## src/sv/toeq_pkg.sv

```systemverilog
// shared types and constants for the time-ordered event queue
// no dependencies
package toeq_pkg;

  localparam int STORE_DEPTH = 16;
  localparam int JOB_W = 16;
  localparam int KIND_W = 4;
  localparam int TIME_W = 31;
  localparam int CNT_W = 5;

  localparam logic [KIND_W-1:0] START_KIND = KIND_W'(1);
  localparam logic [KIND_W-1:0] END_KIND = KIND_W'(8);
  localparam logic [TIME_W-1:0] END_TIME = TIME_W'(10000);
  localparam logic [CNT_W-1:0] CAP_RESET = CNT_W'(10);
  localparam logic [CNT_W-1:0] DEPTH_CNT = CNT_W'(STORE_DEPTH);
  localparam logic [CNT_W-1:0] RESET_COUNT = CNT_W'(2);

  typedef enum logic {
    CMD_PUSH = 1'b0,
    CMD_POP = 1'b1
  } cmd_t;

  typedef struct packed {
    logic [JOB_W-1:0] job;
    logic [KIND_W-1:0] kind;
    logic [TIME_W-1:0] etime;
  } entry_t;

  // broadcast to every cell for the current item
  typedef struct packed {
    logic push;
    logic pop;
    entry_t entry;
  } cell_ctl_t;

  // what a cell shows its neighbours
  typedef struct packed {
    logic valid;
    logic greater;
    entry_t entry;
  } cell_link_t;

endpackage

```

## src/sv/toeq_cell.sv

```systemverilog
// one slot of the sorted event chain
// depends on toeq_pkg
module toeq_cell (
  input  logic                clk,
  input  logic                rst,
  input  toeq_pkg::entry_t    rst_entry,
  input  logic                rst_valid,
  input  toeq_pkg::cell_ctl_t ctl,
  input  toeq_pkg::cell_link_t prev_link,
  input  toeq_pkg::cell_link_t next_link,
  output toeq_pkg::cell_link_t link
);

  logic valid;
  toeq_pkg::entry_t entry;
  logic greater;
  logic take_new;

  assign greater = valid && (entry.etime > ctl.entry.etime);
  assign take_new = prev_link.valid && !prev_link.greater && (greater || !valid);

  assign link.valid = valid;
  assign link.greater = greater;
  assign link.entry = entry;

  always_ff @(posedge clk) begin
    if (rst) begin
      valid <= rst_valid;
      entry <= rst_entry;
    end else if (ctl.push) begin
      valid <= valid || prev_link.valid;
      if (prev_link.greater) begin
        entry <= prev_link.entry;
      end else if (take_new) begin
        entry <= ctl.entry;
      end
    end else if (ctl.pop) begin
      valid <= next_link.valid;
      entry <= next_link.entry;
    end
  end

endmodule

```

## src/sv/time_ordered_event_queue_core.sv

```systemverilog
// top level of the time-ordered event queue: chain of sorted cells, count and result register
// depends on toeq_pkg and toeq_cell
//
// Takes one item (push or pop) in every clock cycle; busy stays low. The result of an
// item appears on the result ports with done high in the cycle after start, for that one
// cycle only, and must be captured then. A push shifts every later event one cell along
// the chain in the same cycle, and a pop shifts the whole chain towards the head, so the
// earliest event always sits in the first cell. After reset the queue holds a start event
// at time 0 and an end event at time 10000; equal times leave in arrival order.
module time_ordered_event_queue_core (
  input  logic                          clk,
  input  logic                          rst,
  input  logic                          start,
  output logic                          busy,
  input  logic                          cmd,
  input  logic [toeq_pkg::JOB_W-1:0]    job_number,
  input  logic [toeq_pkg::KIND_W-1:0]   event_kind,
  input  logic [toeq_pkg::TIME_W-1:0]   event_time,
  input  logic                          cfg_valid,
  output logic                          cfg_ready,
  input  logic [toeq_pkg::CNT_W-1:0]    cfg_data,
  output logic                          done,
  output logic                          popped_valid,
  output logic [toeq_pkg::JOB_W-1:0]    out_job_number,
  output logic [toeq_pkg::KIND_W-1:0]   out_event_kind,
  output logic [toeq_pkg::TIME_W-1:0]   out_event_time,
  output logic                          push_dropped,
  output logic                          pop_empty,
  output logic [toeq_pkg::CNT_W-1:0]    entries_left
);

  logic [toeq_pkg::CNT_W-1:0] capacity_limit;
  logic [toeq_pkg::CNT_W-1:0] entry_count;
  logic [toeq_pkg::CNT_W-1:0] entry_count_next;
  logic [toeq_pkg::CNT_W-1:0] eff_limit;
  logic is_pop;
  logic do_push;
  logic do_pop;
  logic drop;
  logic empty;
  toeq_pkg::cell_ctl_t ctl;
  toeq_pkg::cell_link_t links [toeq_pkg::STORE_DEPTH];
  toeq_pkg::cell_link_t head_prev;
  toeq_pkg::cell_link_t tail_next;
  toeq_pkg::entry_t start_entry;
  toeq_pkg::entry_t end_entry;

  assign busy = 1'b0;
  assign cfg_ready = 1'b1;

  assign is_pop = (toeq_pkg::cmd_t'(cmd) == toeq_pkg::CMD_POP);
  assign eff_limit = (capacity_limit > toeq_pkg::DEPTH_CNT) ? toeq_pkg::DEPTH_CNT
                                                            : capacity_limit;
  assign drop = (entry_count >= eff_limit) || (entry_count >= toeq_pkg::DEPTH_CNT);
  assign empty = (entry_count == '0);
  assign do_push = start && !is_pop && !drop;
  assign do_pop = start && is_pop && !empty;

  assign ctl.push = do_push;
  assign ctl.pop = do_pop;
  assign ctl.entry.job = job_number;
  assign ctl.entry.kind = event_kind;
  assign ctl.entry.etime = event_time;

  assign head_prev.valid = 1'b1;
  assign head_prev.greater = 1'b0;
  assign head_prev.entry = '0;
  assign tail_next = '0;

  assign start_entry.job = '0;
  assign start_entry.kind = toeq_pkg::START_KIND;
  assign start_entry.etime = '0;
  assign end_entry.job = '0;
  assign end_entry.kind = toeq_pkg::END_KIND;
  assign end_entry.etime = toeq_pkg::END_TIME;

  for (genvar i = 0; i < toeq_pkg::STORE_DEPTH; i++) begin : g_cell
    toeq_cell u_cell (
      .clk       (clk),
      .rst       (rst),
      .rst_entry ((i == 0) ? start_entry : end_entry),
      .rst_valid ((i < 2) ? 1'b1 : 1'b0),
      .ctl       (ctl),
      .prev_link ((i == 0) ? head_prev : links[(i == 0) ? 0 : i - 1]),
      .next_link ((i == toeq_pkg::STORE_DEPTH - 1) ? tail_next
                  : links[(i == toeq_pkg::STORE_DEPTH - 1) ? i : i + 1]),
      .link      (links[i])
    );
  end

  always_comb begin
    entry_count_next = entry_count;
    if (do_push) begin
      entry_count_next = entry_count + 1'b1;
    end else if (do_pop) begin
      entry_count_next = entry_count - 1'b1;
    end
  end

  always_ff @(posedge clk) begin
    if (rst) begin
      capacity_limit <= toeq_pkg::CAP_RESET;
      entry_count <= toeq_pkg::RESET_COUNT;
      done <= 1'b0;
    end else begin
      if (cfg_valid && cfg_ready) begin
        capacity_limit <= cfg_data;
      end
      entry_count <= entry_count_next;
      done <= start;
    end
  end

  // result register
  always_ff @(posedge clk) begin
    if (start) begin
      popped_valid <= do_pop;
      push_dropped <= !is_pop && drop;
      pop_empty <= is_pop && empty;
      entries_left <= entry_count_next;
      if (do_pop) begin
        out_job_number <= links[0].entry.job;
        out_event_kind <= links[0].entry.kind;
        out_event_time <= links[0].entry.etime;
      end else begin
        out_job_number <= '0;
        out_event_kind <= '0;
        out_event_time <= '0;
      end
    end
  end

endmodule

```

## config.mk

```make
export PLATFORM = sky130hd
export DESIGN_NAME = time_ordered_event_queue_core
export DESIGN_NICKNAME = d
export VERILOG_FILES = /design/src/sv/toeq_pkg.sv /design/src/sv/toeq_cell.sv /design/src/sv/time_ordered_event_queue_core.sv
export SDC_FILE = /design/constraint.sdc
export NUM_CORES = 2
export LEC_CHECK = 0
export BUFFER_PORTS_ARGS = -buffer_cell sky130_fd_sc_hd__buf_2
export CORE_MARGIN = 8
export CORE_UTILIZATION = 65
export CTS_CLUSTER_SIZE = 16
export DETAILED_ROUTE_END_ITERATION = 10
export GPL_TIMING_DRIVEN = 0
export PLACE_DENSITY = 0.93
export SYNTH_ARGS = -nofsm -noshare
export SYNTH_HDL_FRONTEND = slang
export SYNTH_HIERARCHICAL = 1
export SYNTH_SLANG_ARGS = --single-unit
```

## constraint.sdc

```tcl
create_clock -name clk -period 15.2 [get_ports clk]
set_input_delay 3.04 -clock clk [delete_from_list [all_inputs] [get_ports clk]]
set_output_delay 3.04 -clock clk [all_outputs]
set_load 0.01 [all_outputs]
```

Yosys cells after proc, flatten, opt, wreduce, memory -nomap -nowiden
Index checks and enable logic that the tools add are counted.
Word-level totals
  bits in registers: 902
  output and inout bits: 62
  input port bits: 61
Cells by class
  eq/ne operators: 16
  reduce and logical (&&, ||, !) cells: 137
  magnitude comparators: 19
  add/sub/neg operators: 2
  mux-type cells: 96
Operators with widths (count)
  2-to-1 mux 51 bit: 63
  > comparator 31 bit: 16
  logical AND 1 bit: 52
  != test 3 x 1 -> 1 bit (second input constant): 15
  logical NOT 1 bit: 34
  logical OR 1 bit: 32
  AND reduction 2 bit: 16
  2-to-1 mux 1 bit: 30
  2-to-1 mux 5 bit: 3
  adder 5 x 1 -> 5 bit (second input constant): 1
  greater-or-equal comparator 5 bit: 1
  greater-or-equal comparator 5 bit (second input constant): 1
  > comparator 5 bit (second input constant): 1
  logical NOT 5 bit: 1
  subtractor 5 x 1 -> 5 bit (second input constant): 1
  != test 2 x 1 -> 1 bit (second input constant): 1
  nonzero test 2 bit: 1
  OR reduction 2 bit: 1

Longest topological paths before layout
  word-level depth: 8
  mapped depth: 15

Modules after synthesis
Netlist, hierarchy kept.
By module, submodules not included
  toeq_cell at g_cell[0].u_cell ...: instances 11, cells each 466, sequential area each 1561.5 µm², area an instance 3912.5 µm²
  toeq_cell at g_cell[5].u_cell ...: instances 5, cells each 465, sequential area each 1561.5 µm², area an instance 3890.0 µm²
  time_ordered_event_queue_core: instances 1, cells each 199, sequential area each 1991.9 µm², area an instance 2887.8 µm²

Least setup slack after synthesis
OpenSTA, ideal clock, no wires.
  path kind: input-to-reg
  start point: input event_time[30] (netlist bit)
  end point: register g_cell[11].u_cell.entry, in the netlist g_cell[11].u_cell/link[0] (enable)
  buffers on the path: 3
  arrival: 7958 ps
  required time: 14710 ps
  stages: 13
  path slack: 6752 ps
  cells stage by stage: inv_1 > ha_1 > nand4_2 > nor4_4 > nand4_1 > a311oi_2 > nor2_1 > nor2_1 > buf_4 > clkbuf_1 > clkbuf_1 > nor2_1 > a31oi_1
Between the ends
  word-level cells in the longest chain between the ends: 7
  elaborated cells on any way between the ends: 10
  those cells by class: order compare: 2; eq/ne: 1; reduce/logical: 7
Ends and longest elaborated chain
  start, declared: RTL line time_ordered_event_queue_core.sv:18  | input logic [toeq_pkg::TIME_W-1:0] event_time,
  > comparator 31 bit (*): RTL line toeq_cell.sv:19  | assign greater = valid && (entry.etime > ctl.entry.etime);
  logical AND 1 bit (*): RTL line toeq_cell.sv:19
  net g_cell[10].u_cell.greater: RTL line toeq_cell.sv:16  | logic greater;
  logical NOT 1 bit: RTL line toeq_cell.sv:20  | assign take_new = prev_link.valid && !prev_link.greater && (greater || !valid);
  logical AND 1 bit (2 in series): RTL line toeq_cell.sv:20
  != test 3 x 1 -> 1 bit (no source line) (*)
  AND reduction 2 bit (no source line) (*)
  end signal, assigned: RTL line toeq_cell.sv:29  | entry <= rst_entry;
  end signal, assigned: RTL line toeq_cell.sv:33  | entry <= prev_link.entry;
  end signal, assigned: RTL line toeq_cell.sv:35  | entry <= ctl.entry;
  end, declared: RTL line toeq_cell.sv:15  | toeq_pkg::entry_t entry;
Mark *: on every way through the listed nets, which the timed path passes. The rest lies on a longest branch.
A chain may end at the register's enable or synchronous reset.

Final worst setup path
  start point: input event_time[30] (netlist bit)
  end point: register g_cell[14].u_cell.entry, in the netlist g_cell[14].u_cell/link[3] (enable)
Between the ends
  word-level cells in the longest chain between the ends: 7
  elaborated cells on any way between the ends: 10
  those cells by class: order compare: 2; eq/ne: 1; reduce/logical: 7
Ends and longest elaborated chain (RTL line)
  > comparator 31 bit (*): toeq_cell.sv:19
  logical AND 1 bit (*): toeq_cell.sv:19
  net g_cell[13].u_cell.greater: toeq_cell.sv:16
  logical NOT 1 bit: toeq_cell.sv:20
  logical AND 1 bit (2 in series): toeq_cell.sv:20
  != test 3 x 1 -> 1 bit (no source line) (*)
  AND reduction 2 bit (no source line) (*)
  end signal, assigned: toeq_cell.sv:29
  end signal, assigned: toeq_cell.sv:33
  end signal, assigned: toeq_cell.sv:35
  end, declared: toeq_cell.sv:15
Marked as above.

==> out/metrics.cfg <==
[timing]
rsz0062_at_grt = false
hold_viol = 0
tightest_slew_ps = 1340
clock_skew_ps = 46.2
finalCritPeriodShare_pct = 49.7
min_period_ps = 7560
setup_violations = 0
tns_ps = 0
slew_headroom_pct = 10.5
max_freq_ghz = 0.132
finalMaxSlewViolations = 0

[power_and_ir_drop]
p_int_mw = 5.81
power.total_mw = 9.21
ir_drop_mv = 0.107
clkPwrFrac_pct = 26.5
p_comb_share_pct = 31.3
p_seq_share_pct = 42.2
switching_share_pct = 36.9
leakage_nw = 30.6
power.switching_mw = 3.40
power_density_nw_per_um2 = 123

[clock_tree]
clkSlewWorstSetupHoldPaths_ps = 70
postCtsResizedCells = 0
post_cts_buffers = 0
cts_max_level = 3
cts_made_buffers = 98
cts_hold_buf = 0
insertion_delay_ps = 720
clk_path_buf_depth = 3
root_buffer = clkbuf_16
cts_tree = built
cts_num_sinks = 902

[grt]
grt-ovfl-total = 0
grt_pass1_vias = 60600
grt_max_degree = 63
grt_pass1_wl_mm = 321
grt_use_total_pct = 35.8
antenna_found_initial = 9

[cells_and_area]
fin_nets = 9384
drive_above_1_share_pct = 5.57
multi_input_area_sq_um = 37800
regArea_sq_um = 27000
area_growth_pct = 14.6
final_cell_area_sq_um = 74900
fill_cells = 6729

[worst_setup_path]
cp_max_fo = 26
crit_path_end_kind = flip-flop
worstPathRequired_ps = 15600
cp-start-kind = input port
cp.arrival_ps = 7960
critPathKind = in -> reg

[detailed_routing]
drt_iter0_drc = 6810
ant_nets = 0
routed_wl_mm = 208
wl_per_cell_um = 20.4
first_pass_iters = 8
via_per_inst = 6.01
drc = 0
via_count = 61400

[run]
maxCapViolations = 0

[floorplanning]
dieArea_sq_um = 111000
core_sq_um = 99900
num_rows = 116
fp.dieW_um = 333
start_util_pct = 65.5
io_pins = 123
die_y_um = 333

[synthesis]
syn_area_per_cell_sq_um = 8.55
yosysWarnings = 6
syn_inst = 7647
syn_area_sq_um = 65400

[hold_path]
hold_path.class = reg -> reg

[run_status]
run_status = finished, final reports clean

[placed_design]
placed_cell_area_sq_um = 71600
dp_hpwl_mm = 165
portBuffers = 119
place.gp.congestion = 0.998

==> power groups by stage <==
stage	clock [mW]	sequential (mW)	combinational, mW
2_1_floorplan	0	3.73	1.97
3_3_place_gp	0	3.93	2.55
3_5_place_dp	0	3.89	2.76
4_1_cts	2.45	3.85	2.80
5_1_grt	2.54	3.92	3.17
6_report	2.44	3.88	2.88
==> path summary, 6_finish.rpt <==
check	from	end	slack, ps	depth (start not counted)
worst max register to register	g_cell[13].u_cell/link[30]$_DFFE_PP_	g_cell[14].u_cell/link[3]$_DFFE_PP_	10100	13
worst min-delay path	capacity_limit[0]$_SDFFE_PP0P_	capacity_limit[0]$_SDFFE_PP0P_	550	2
worst min register to register	capacity_limit[0]$_SDFFE_PP0P_	capacity_limit[0]$_SDFFE_PP0P_	550	2
worst max-delay path	event_time[30]	g_cell[14].u_cell/link[3]$_DFFE_PP_	7640	15
==> per-layer routing <==
layer  part of all wire (%)  global-route usage (%)
met1                     34                    39.3
met2                     48                    62.4
met3                    8.7                    4.53
met4                    9.4                    28.8
met5                 0.0062                       0
==> critical path: stages <==
cell and delay [ps]:
buf_2 420, inv_1 130, ha_1 360, nand4_2 180
nor4_4 400, nand4_1 200, a311oi_2 750, nor2_1 80
nor2_1 110, buf_4 100, clkbuf_1 510, clkbuf_1 410
nor2_1 150, a31oi_4 770, buf_12 290
==> final cells by class <==
class	instances	area share [%]
multi-input cells	6592	50.4
flip-flops and latches	902	36.0
clock buffers	121	3.39
plain buffers	565	3.18
inverters	526	2.64
well taps	1298	2.17
repair buffers	135	1.22
clock inverters	60	0.924
diodes	7	0.0234
==> cell usage in the layout (no fill, tap or decap), drive strengths merged, types with 17 or more instances in the layout <==
cell    instances
o211ai        480
nand2        1795
nand3          42
a21oi         226
clkinv         44
nand3b         17
o21ai        1756
edfxtp        891
nand2b         23
inv           528
ha            503
nor4           22
nor3           28
buf           339
nor2          104
conb          940
mux2i         339
and2           63
nand4          88
clkbuf        482
==> registers in the layout, indices dropped and copies added (netlist names) <==
register	cells
g_cell.u_cell/link	816
out_event_time	31
g_cell.u_cell/valid	16
out_job_number	16
capacity_limit	5
entries_left	5
entry_count	5
out_event_kind	4
done	1
pop_empty	1
popped_valid	1
push_dropped	1
==> stage by stage <==
stage               hold slack, ps  setup slack, ps  utilization, %  std cells
finish                         545             7640            75.0      10200
global route                   583             7410            75.0      10200
CTS                            540             7970            75.0      10200
detailed placement             484             7230            71.7      10000
global placement               474             4170            71.2      10000
floorplan                      452             6750               -       8585
No activity file was read; power rests on OpenSTA's default activity.
